--- src/hdl/wras_ram.sv ---
module wras_ram #(
  parameter int unsigned Width = 8,
  parameter int unsigned Depth = 64
) (
  input  logic                     clk_i,
  input  logic                     we_i,
  input  logic [$clog2(Depth)-1:0] waddr_i,
  input  logic [Width-1:0]         wdata_i,
  input  logic [$clog2(Depth)-1:0] raddr_i,
  output logic [Width-1:0]         rdata_o
);

  logic [Width-1:0] mem_q [Depth];

  // single write port, registered read
  always_ff @(posedge clk_i) begin
    if (we_i) begin
      mem_q[waddr_i] <= wdata_i;
    end
    rdata_o <= mem_q[raddr_i];
  end

endmodule

--- config.mk ---
export PLATFORM = sky130hd
export DESIGN_NAME = wras_ram
export DESIGN_NICKNAME = d
export VERILOG_FILES = /design/src/hdl/wras_ram.sv
export SDC_FILE = /design/constraint.sdc
export NUM_CORES = 1
export LEC_CHECK = 0
export BUFFER_PORTS_ARGS = -buffer_cell sky130_fd_sc_hd__buf_2
export CORE_ASPECT_RATIO = 1.5
export CORE_UTILIZATION = 45
export DETAILED_ROUTE_END_ITERATION = 10
export SLEW_MARGIN = 20
export SYNTH_ARGS = -nofsm -noshare
export SYNTH_HDL_FRONTEND = slang
export SYNTH_SLANG_ARGS = --single-unit
--- constraint.sdc ---
create_clock -name clk_i -period 1.7 [get_ports clk_i]
set_input_delay 0.085 -clock clk_i [delete_from_list [all_inputs] [get_ports clk_i]]
set_output_delay 0.085 -clock clk_i [all_outputs]
set_load 0.01 [all_outputs]
* After elaboration in Yosys (flattened, before gate mapping)
Memory sizes are Yosys's and may differ from the RTL's. A register that Yosys moved wholly into a read port is not among the register bits. Cells that the tools add are included.
Storage, ports and cells: input port bits 22, bits in writable memories 512, memories 1, word-level logic and storage cells 3, register bits 0, output and inout port bits 8
Cells by class: muxes and demuxes 2
Memory list:
- mem_q | depth 64, bits a word 8, read ports 1, clocked after memory_dff 1, wr ports 1, RTL line 13 | logic [Width-1:0] mem_q [Depth];
Operators with widths (number):
- $mux 1 | 2

* Logic depth before layout (Yosys ltp)
Gate-level depths: netlist of the first run.
depth after elaboration 2, mapped depth 9, depth with buffers taken out 5

* Worst setup path after synthesis of the first run
OpenSTA, ideal clock, no wires.
path kind input port to flip-flop, from in raddr_i[1], to reg rdata_o[3] (read register of mem_q), stages on the path 7, setup time 0.128 ns, required time 1.572 ns, slack -0.053 ns, buffers on the path 3, arrival 1.625 ns, path through buf_4 -> buf_2 -> buf_2 -> mux4_2 -> mux4_2 -> o21ai_1 -> o41ai_1
RTL lines:
- start: declaration | RTL line 9 | input logic [$clog2(Depth)-1:0] raddr_i,
- end: declaration | RTL line 10 | output logic [Width-1:0] rdata_o

==> qor.log, run 1 <==
qor: placement.dpl-instance-area 22200 sq um
qor: timing.timing.final.crit_share 107%
qor: yosys.post_synth_fa_ha_maj_area_fraction 0%
qor: floorplanning.initial_core_util 45.8%
qor: yosys.synthCells 940
qor: status.failed_checks setup timing
qor: clock_network.clock_sink_count 520
qor: timing.holdWs 0.0317 ns
qor: power_and_ir_drop.p_switching 5400 uW
qor: yosys.syn_nets 962
qor: yosys.synth_xor_area_share 0%
qor: setup_path.crit_fanout 1
qor: setup_path.critPathMaxStageDelay 0.49 ns
qor: yosys.netlist-cell-type-count 40
qor: setup_path.cp-start-kind flip-flop
qor: setup_path.worstSetupPathType flip-flop to flip-flop
qor: global_routing.first_pass_grt_wire_length 68.5 mm
qor: routing.routed_wl 46.7 mm
qor: floorplanning.fp-row-count 94
qor: power_and_ir_drop.clockPowerShare 40.2%
qor: routing.via_per_inst 5.64
qor: layout.design.final.nets 1165
qor: power_and_ir_drop.pwr_density_cell 1100 nW/um^2
qor: timing.setup_viol_count_final 7
qor: power_and_ir_drop.ir_drop 0.000651 V
qor: routing.wire_per_inst 26.6 um
qor: layout.layout.cells.most_common_list sky130_fd_sc_hd__edfxtp_1 (512), sky130_fd_sc_hd__buf_4 (165), sky130_fd_sc_hd__mux4_2 (126), sky130_fd_sc_hd__nor2_1 (80), sky130_fd_sc_hd__clkbuf_16 (47)
qor: yosys.syn_avg_cell_area 21.5 sq um
qor: clock_network.worst_setup_hold_path_clk_slew 0.07 ns
qor: yosys.synth_compound_area_share 2.07%
qor: power_and_ir_drop.cellInternalPower 21000 uW
qor: global_routing.first_global_vias 10447
qor: power_and_ir_drop.power.static_leakage 0.00780 uW
qor: setup_path.rr_worst_depth 5
qor: yosys.yosys_most_used_dff sky130_fd_sc_hd__edfxtp_1
qor: routing.routed_vias 9900
qor: yosys.synth-edff-count 512
qor: clock_network.cts-root-buf sky130_fd_sc_hd__clkbuf_16
qor: hold_path.hold_class input port to flip-flop
qor: yosys.synth-seq-cells 520
qor: floorplanning.floorplan.die.height 261 um
qor: setup_path.crit_buf_inv 0
qor: layout.final_common_cell sky130_fd_sc_hd__edfxtp_1
qor: setup_path.critPathRequiredTime 2.15 ns
qor: routing.detail_route.first_pass.iterations 5
qor: status.outcome finished, violations left
qor: yosys.synth_async_sr_flop_share 0%
qor: clock_network.h-tree-depth 2
qor: global_routing.globalRouteOverflowTotal 0
qor: layout.syn2layout_area_growth 18.3%
qor: setup_path.worst_ep_arrival_time 2.26 ns
qor: hold_path.worst_hold_path.num_cells 2
qor: yosys.ys_seq_area_share 77.0%
qor: setup_path.critPathCaptureType flip-flop
qor: timing.tightest_slew 0.753 ns
qor: global_routing.antenna_found_initial 1
qor: timing.final_worst_setup_slack -0.115 ns
qor: floorplanning.die_width 175 um
qor: timing.hold_violations 0
qor: timing.timing.fmax 0.551 GHz
qor: timing.final-max-slew-violation-count 0
qor: timing.max-slew-margin-rel 49.8%
qor: routing.drtIter0Drc 815
qor: floorplanning.placeable_area 44000 sq um
qor: timing.tns -0.513 ns
qor: routing.post_detailed_route_drc_marker_count 0
qor: routing.routed_antenna_nets 0
qor: layout.final_area 23900 sq um
qor: clock_network.cts_made_buffers 46
qor: setup_path.cp.depth 5
qor: power_and_ir_drop.sequentialPowerShare 54.0%
qor: flow_run.maxCapViolCount 0
qor: layout.drive_gt1_share 36.2%
qor: timing.finalClockSkew 0.0168 ns
qor: layout.fillers 3398
qor: setup_path.cp_slowest_cell sky130_fd_sc_hd__mux4_2
qor: clock_network.cts_setup_buffers 0
qor: timing.final_period_minus_worst_setup_slack 1.81 ns
qor: global_routing.grt.total_usage 21.0%
qor: floorplanning.die_area 45700 sq um
qor: yosys.yosys_warnings 0
qor: power_and_ir_drop.net_sw_share 20.5%
qor: setup_path.path_cells mux4_2, mux2_4, o221a_4, nor3_4, o32ai_1
qor: floorplanning.floorplan.io_pins 30
qor: clock_network.clock_tree_from_tritoncts yes
qor: yosys.synth_top_family_by_area multiplexers
qor: placement.hpwl_dp 30.9 mm
qor: placement.global_placer_s_final_weighted_congestion 0.849
qor: yosys.synth_area 20200 sq um
qor: yosys.synthSimpleGateAreaFrac 3.39%
qor: yosys.synth.mux.area_fraction 15.9%
qor: global_routing.pin_count_of_the_biggest_net_entering_global_routing 65
qor: power_and_ir_drop.totalPowerFinal 26400 uW
qor: power_and_ir_drop.comb_power_share 5.9%
qor: clock_network.clkLatencyLatePin 0.56 ns
qor: timing.setup_repair_after_global_routing_missed_its_margin yes
qor: placement.port_buffers 29
qor: clock_network.cts.path.max_buffers 3
qor: setup_path.cp_top_family multiplexers
-- logic make-up (layout without fill, tap and decap cells) --
logic type,after synthesis,count (layout)
DFF,520,520
muxes,162,162
and+or+nand+nor,153,153
AOI/OAI and AO/OA,54,54
buffers and inverters,51,290
other,0,1
-- stage by stage --
step | util (%) | std cells | setup slack, ns
2_1_floorplan | - | 940 | 0.00708
3_3_place_gp | 50.5 | 1670 | -0.500
3_5_place_dp | 50.5 | 1670 | -0.526
4_1_cts | 54.2 | 1755 | -0.163
5_1_grt | 54.3 | 1756 | -0.168
6_report | 54.3 | 1756 | -0.115
-- worst paths after layout --
path	end	slack, ns	from
hold / removal	mem_q[38][6]$_DFFE_PP_	0.03	wdata_i[6]
setup reg to reg	rdata_o[4]$_DFF_P_	-0.11	mem_q[29][4]$_DFFE_PP_
hold reg to reg	rdata_o[2]$_DFF_P_	0.82	mem_q[35][2]$_DFFE_PP_
setup / recovery	rdata_o[4]$_DFF_P_	-0.11	mem_q[29][4]$_DFFE_PP_
-- cells in the mapped netlist, types with 3 or more instances --
master                      number  area share [%]
sky130_fd_sc_hd__edfxtp_1      512              76
sky130_fd_sc_hd__mux4_2        126              14
sky130_fd_sc_hd__nor2_1         83             1.5
sky130_fd_sc_hd__mux2i_1        23             1.1
sky130_fd_sc_hd__nand2_1        19            0.35
sky130_fd_sc_hd__clkbuf_1       17            0.32
sky130_fd_sc_hd__nor2b_1        14            0.43
sky130_fd_sc_hd__buf_4          13            0.48
sky130_fd_sc_hd__mux2_2         13            0.73
sky130_fd_sc_hd__nand3_1        13            0.32
sky130_fd_sc_hd__buf_2          11            0.27
sky130_fd_sc_hd__dfxtp_1         8            0.79
sky130_fd_sc_hd__o221ai_1        8            0.35
sky130_fd_sc_hd__o22ai_1         8            0.25
sky130_fd_sc_hd__nand2b_1        7            0.22
sky130_fd_sc_hd__nor3_1          7            0.17
sky130_fd_sc_hd__a221oi_1        6            0.26
sky130_fd_sc_hd__a211oi_1        4            0.15
sky130_fd_sc_hd__buf_1           4           0.074
sky130_fd_sc_hd__buf_6           4            0.22
sky130_fd_sc_hd__a21oi_1         3           0.074
sky130_fd_sc_hd__a22oi_1         3            0.11
sky130_fd_sc_hd__nand3b_1        3            0.11
sky130_fd_sc_hd__o2111ai_1       3            0.13
sky130_fd_sc_hd__o2bb2ai_1       3            0.13
-- per-layer routing --
metal	vias up	routed length, um	global-route usage [%]
met5	-	0	0
met4	0	1780	8.50
met3	88	1890	3.09
met2	224	24800	37.6
met1	5263	18200	25.6
li1	4325	-	-
-- registers in the layout (all words and copies together), names as in the netlist --
signal	count
mem_q	512
rdata_o	8
-- repair_timing --
item,4_1_cts,5_1_grt
endpoints found under the setup margin,8,8
hold buffers,2,0
endpoints found under the hold margin,15,0
pin swaps,3,1
gates resized for setup,22,5
-- worst reg2reg max path: cells and delay by family (launching register included) --
family | cells | cell delay, ns
multiplexers | 2 | 0.78
AO/OA/AOI/OAI | 2 | 0.40
AND/OR/NAND/NOR | 1 | 0.16
flip-flops | 1 | 0.37
-- layout make-up --
| cell class | instances | area, sq um | share of cell area, % |
|---|---|---|---|
| sequential | 520 | 15500 | 65.1 |
| tap | 576 | 721 | 3.02 |
| timing repair buffer | 206 | 1640 | 6.88 |
| multi-input combinational | 369 | 4440 | 18.6 |
| antenna | 1 | 2.50 | 0.0105 |
| clock inverter | 31 | 324 | 1.36 |
| clock buffer | 53 | 1200 | 5.02 |
-- power by group through the flow --
stage               logic [uW]  clock network [uW]  registers [uW]
finish                    1540               10600           14200
global route              1640               11200           14200
CTS                       1560               10800           14200
detailed placement        1520                   0           14500
global placement          1510                   0           14500
floorplan                  758                   0           14500
No activity file was read; power rests on OpenSTA's default activity.
==> run 2, diff against run 1 <==
CORE_UTILIZATION = 56   (was 45)
PLACE_DENSITY = 0.75   (was not set)
==> run 2 against run 1 <==
  * The flow still finishes with violations (setup timing)
  * First-iteration DRC count decreased by 3.7%
  * Cell count decreased by 7.1%
  * Power decreased by 0.88%
  * Maximum frequency increased by 0.30%
  * Via count increased by 1.4%
  * Clock power about the same
  * Clock skew increased by 0.0048 ns
  * Core utilization increased by 13 points
  * Critical path type unchanged
  * Critical endpoint is now rdata_o[5]$_DFF_P_
==> qor.log, run 2 (synthesis gave the netlist of run 1 again) <==
qor: floorplanning.fp-row-count 84 [-11%]
qor: global_routing.first_global_vias 10517 [+0.67%]
qor: layout.max_flop_register mem_q
qor: setup_path.crit_buf_inv 0 [unchanged]
qor: floorplanning.initial_core_util 57.1% [+11 points]
qor: clock_network.clock_sink_count 520 [unchanged]
qor: power_and_ir_drop.power.static_leakage 0.00772 uW [-1.1%]
qor: layout.reg.largest.list mem_q x512, rdata_o x8
qor: setup_path.cp_slowest_cell sky130_fd_sc_hd__mux4_2
qor: routing.detail_route.first_pass.iterations 5 [unchanged]
qor: layout.post_layout_nonfiller_instances 1631 [-7.1%]
qor: status.failed_checks setup timing
qor: layout.final_common_cell sky130_fd_sc_hd__edfxtp_1
qor: timing.timing.final.crit_share 106% [-0.32 points]
qor: global_routing.grt.total_usage 25.8% [+4.7 points]
qor: layout.fillers 2232 [-34%]
qor: layout.multiInputGateArea 4490 sq um [+1.1%]
qor: routing.via_per_inst 6.16 [+9.2%]
qor: hold_path.hold_class input port to flip-flop
qor: setup_path.worstSetupPathType flip-flop to flip-flop
qor: floorplanning.floorplan.die.height 234 um [-10%]
qor: layout.seqCellArea 15500 sq um [unchanged]
qor: setup_path.critPathMaxStageDelay 0.52 ns [+0.03 ns]
qor: layout.syn2layout_area_growth 17.2%
qor: timing.finalClockSkew 0.0216 ns [+0.00481 ns]
qor: timing.final-max-slew-violation-count 0 [unchanged]
qor: timing.final_worst_setup_slack -0.109 ns [+0.00552 ns]
qor: floorplanning.placeable_area 35300 sq um [-20%]
qor: timing.setup_viol_count_final 8 [+1]
qor: power_and_ir_drop.pwr_density_cell 1110 nW/um^2 [about the same]
qor: routing.post_detailed_route_drc_marker_count 0 [unchanged]
qor: setup_path.path_cells mux4_2, mux4_2, o21ai_2, o41ai_1
qor: setup_path.critPathRequiredTime 2.14 ns [about the same]
qor: timing.hold_violations 0 [unchanged]
qor: layout.design.final.nets 1148 [-1.5%]
qor: setup_path.cp-start-kind flip-flop
qor: global_routing.first_pass_grt_wire_length 66.3 mm [-3.3%]
qor: placement.hpwl_dp 28.6 mm [-7.5%]
qor: placement.global_placer_s_final_weighted_congestion 0.862 [+1.6%]
qor: layout.antenna_diode_count 0 [-1]
qor: layout.post-route-util 66.9% [+13 points]
qor: timing.timing.fmax 0.553 GHz [+0.30%]
qor: floorplanning.floorplan.io_pins 30 [unchanged]
qor: routing.routed_vias 10040 [+1.4%]
qor: power_and_ir_drop.ir_drop 0.000812 V [+25%]
qor: floorplanning.die_area 36800 sq um [-19%]
qor: layout.layout.cells.most_common_list sky130_fd_sc_hd__edfxtp_1 (512), sky130_fd_sc_hd__buf_4 (153), sky130_fd_sc_hd__mux4_2 (126), sky130_fd_sc_hd__nor2_1 (79), sky130_fd_sc_hd__clkbuf_16 (45)
qor: setup_path.critPathCaptureType flip-flop
qor: setup_path.path_common_cell sky130_fd_sc_hd__mux4_2
qor: timing.final_period_minus_worst_setup_slack 1.81 ns [-0.00551 ns]
qor: timing.setup_repair_after_global_routing_missed_its_margin yes
qor: layout.drive_gt1_share 35.9% [-0.29 points]
qor: clock_network.worst_setup_hold_path_clk_slew 0.07 ns [about the same]
qor: clock_network.cts.path.max_buffers 3 [unchanged]
qor: setup_path.crit_fanout 1 [unchanged]
qor: routing.wire_per_inst 27.1 um [+1.8%]
qor: placement.port_buffers 29 [unchanged]
qor: flow_run.maxCapViolCount 0 [unchanged]
qor: clock_network.cts-root-buf sky130_fd_sc_hd__clkbuf_16
qor: layout.largest_reg_flops 512 [unchanged]
qor: clock_network.clock_tree_from_tritoncts yes
qor: clock_network.h-tree-depth 2 [unchanged]
qor: global_routing.antenna_found_initial 2 [+1]
qor: routing.routed_wl 44.2 mm [-5.4%]
qor: routing.drtIter0Drc 785 [-3.7%]
qor: setup_path.worst_ep_arrival_time 2.24 ns [-0.02 ns]
qor: floorplanning.die_width 157 um [-10%]
qor: global_routing.globalRouteOverflowTotal 0 [unchanged]
qor: routing.routed_antenna_nets 0 [unchanged]
qor: global_routing.pin_count_of_the_biggest_net_entering_global_routing 65 [unchanged]
qor: timing.tightest_slew 0.741 ns [-0.0120 ns]
qor: clock_network.clkLatencyLatePin 0.57 ns [about the same]
qor: placement.dp.cells 1551 [-7.1%]
qor: status.outcome finished, violations left
qor: setup_path.cp_top_family multiplexers
qor: clock_network.cts_setup_buffers 0 [unchanged]
qor: timing.max-slew-margin-rel 50.6% [+0.80 points]
qor: clock_network.cts_made_buffers 45 [-2.2%]
run 2: stage by stage:
| step | power (uW) | hold WS (ns) | worst slack, ns | TNS, ns | cell area, sq um |
|---|---|---|---|---|---|
| finish | 26100 | 0.0187 | -0.109 | -0.686 | 23600 |
| global route | 26800 | 0.0273 | -0.162 | -0.997 | 23600 |
| CTS | 26300 | 0.0244 | -0.101 | -0.655 | 23600 |
| detailed placement | 16000 | 0.518 | -0.478 | -3.10 | 22000 |
| global placement | 15900 | 0.506 | -0.433 | -2.80 | 22000 |
| floorplan | 15300 | 0.184 | 0.00708 | 0 | 20200 |
run 2: what timing repair did:
item                                    in CTS  in global routing
hold endpoints to repair                     3                  0
pin swaps                                    6                  3
hold buffers                                 1                  0
resized for setup                           22                 12
endpoints found under the setup margin       8                  8
run 2: worst reg2reg max path: cells and delay by family, from the launching register on:
family | cells | cell delay (ns)
AO/OA/AOI/OAI | 2 | 0.28
multiplexers | 2 | 1.03
flip-flops | 1 | 0.37
run 2: final cells by class:
type	count	share of cell area [%]
Tap cell	473	2.50
Multi-Input combinational cell	369	19.0
Sequential cell	520	65.7
Timing Repair Buffer	190	6.53
Clock inverter	27	1.38
Clock buffer	52	4.87
run 2: per-layer routing:
metal	up-vias	track usage (%)	wire length, um
met4	2	11.1	1920
met5	-	0	8
met1	5199	31.5	15700
li1	4299	-	-
met2	429	45.0	23500
met3	111	4.75	3100
run 2: final timing paths:
check                               from                      to  slack [ns]  cells past startpoint
hold reg to reg   mem_q[30][4]$_DFFE_PP_      rdata_o[4]$_DFF_P_        0.85                      3
setup / recovery  mem_q[55][5]$_DFFE_PP_      rdata_o[5]$_DFF_P_       -0.11                      4
hold / removal                wdata_i[0]  mem_q[62][0]$_DFFE_PP_        0.02                      2
setup reg to reg  mem_q[55][5]$_DFFE_PP_      rdata_o[5]$_DFF_P_       -0.11                      4
run 2: report_power, final:
group	switching, uW	leakage [uW]	internal, uW	total (uW)
clock network	4410	0.000712	5950	10400
logic	874	0.00233	663	1540
registers	43.3	0.00467	14200	14200
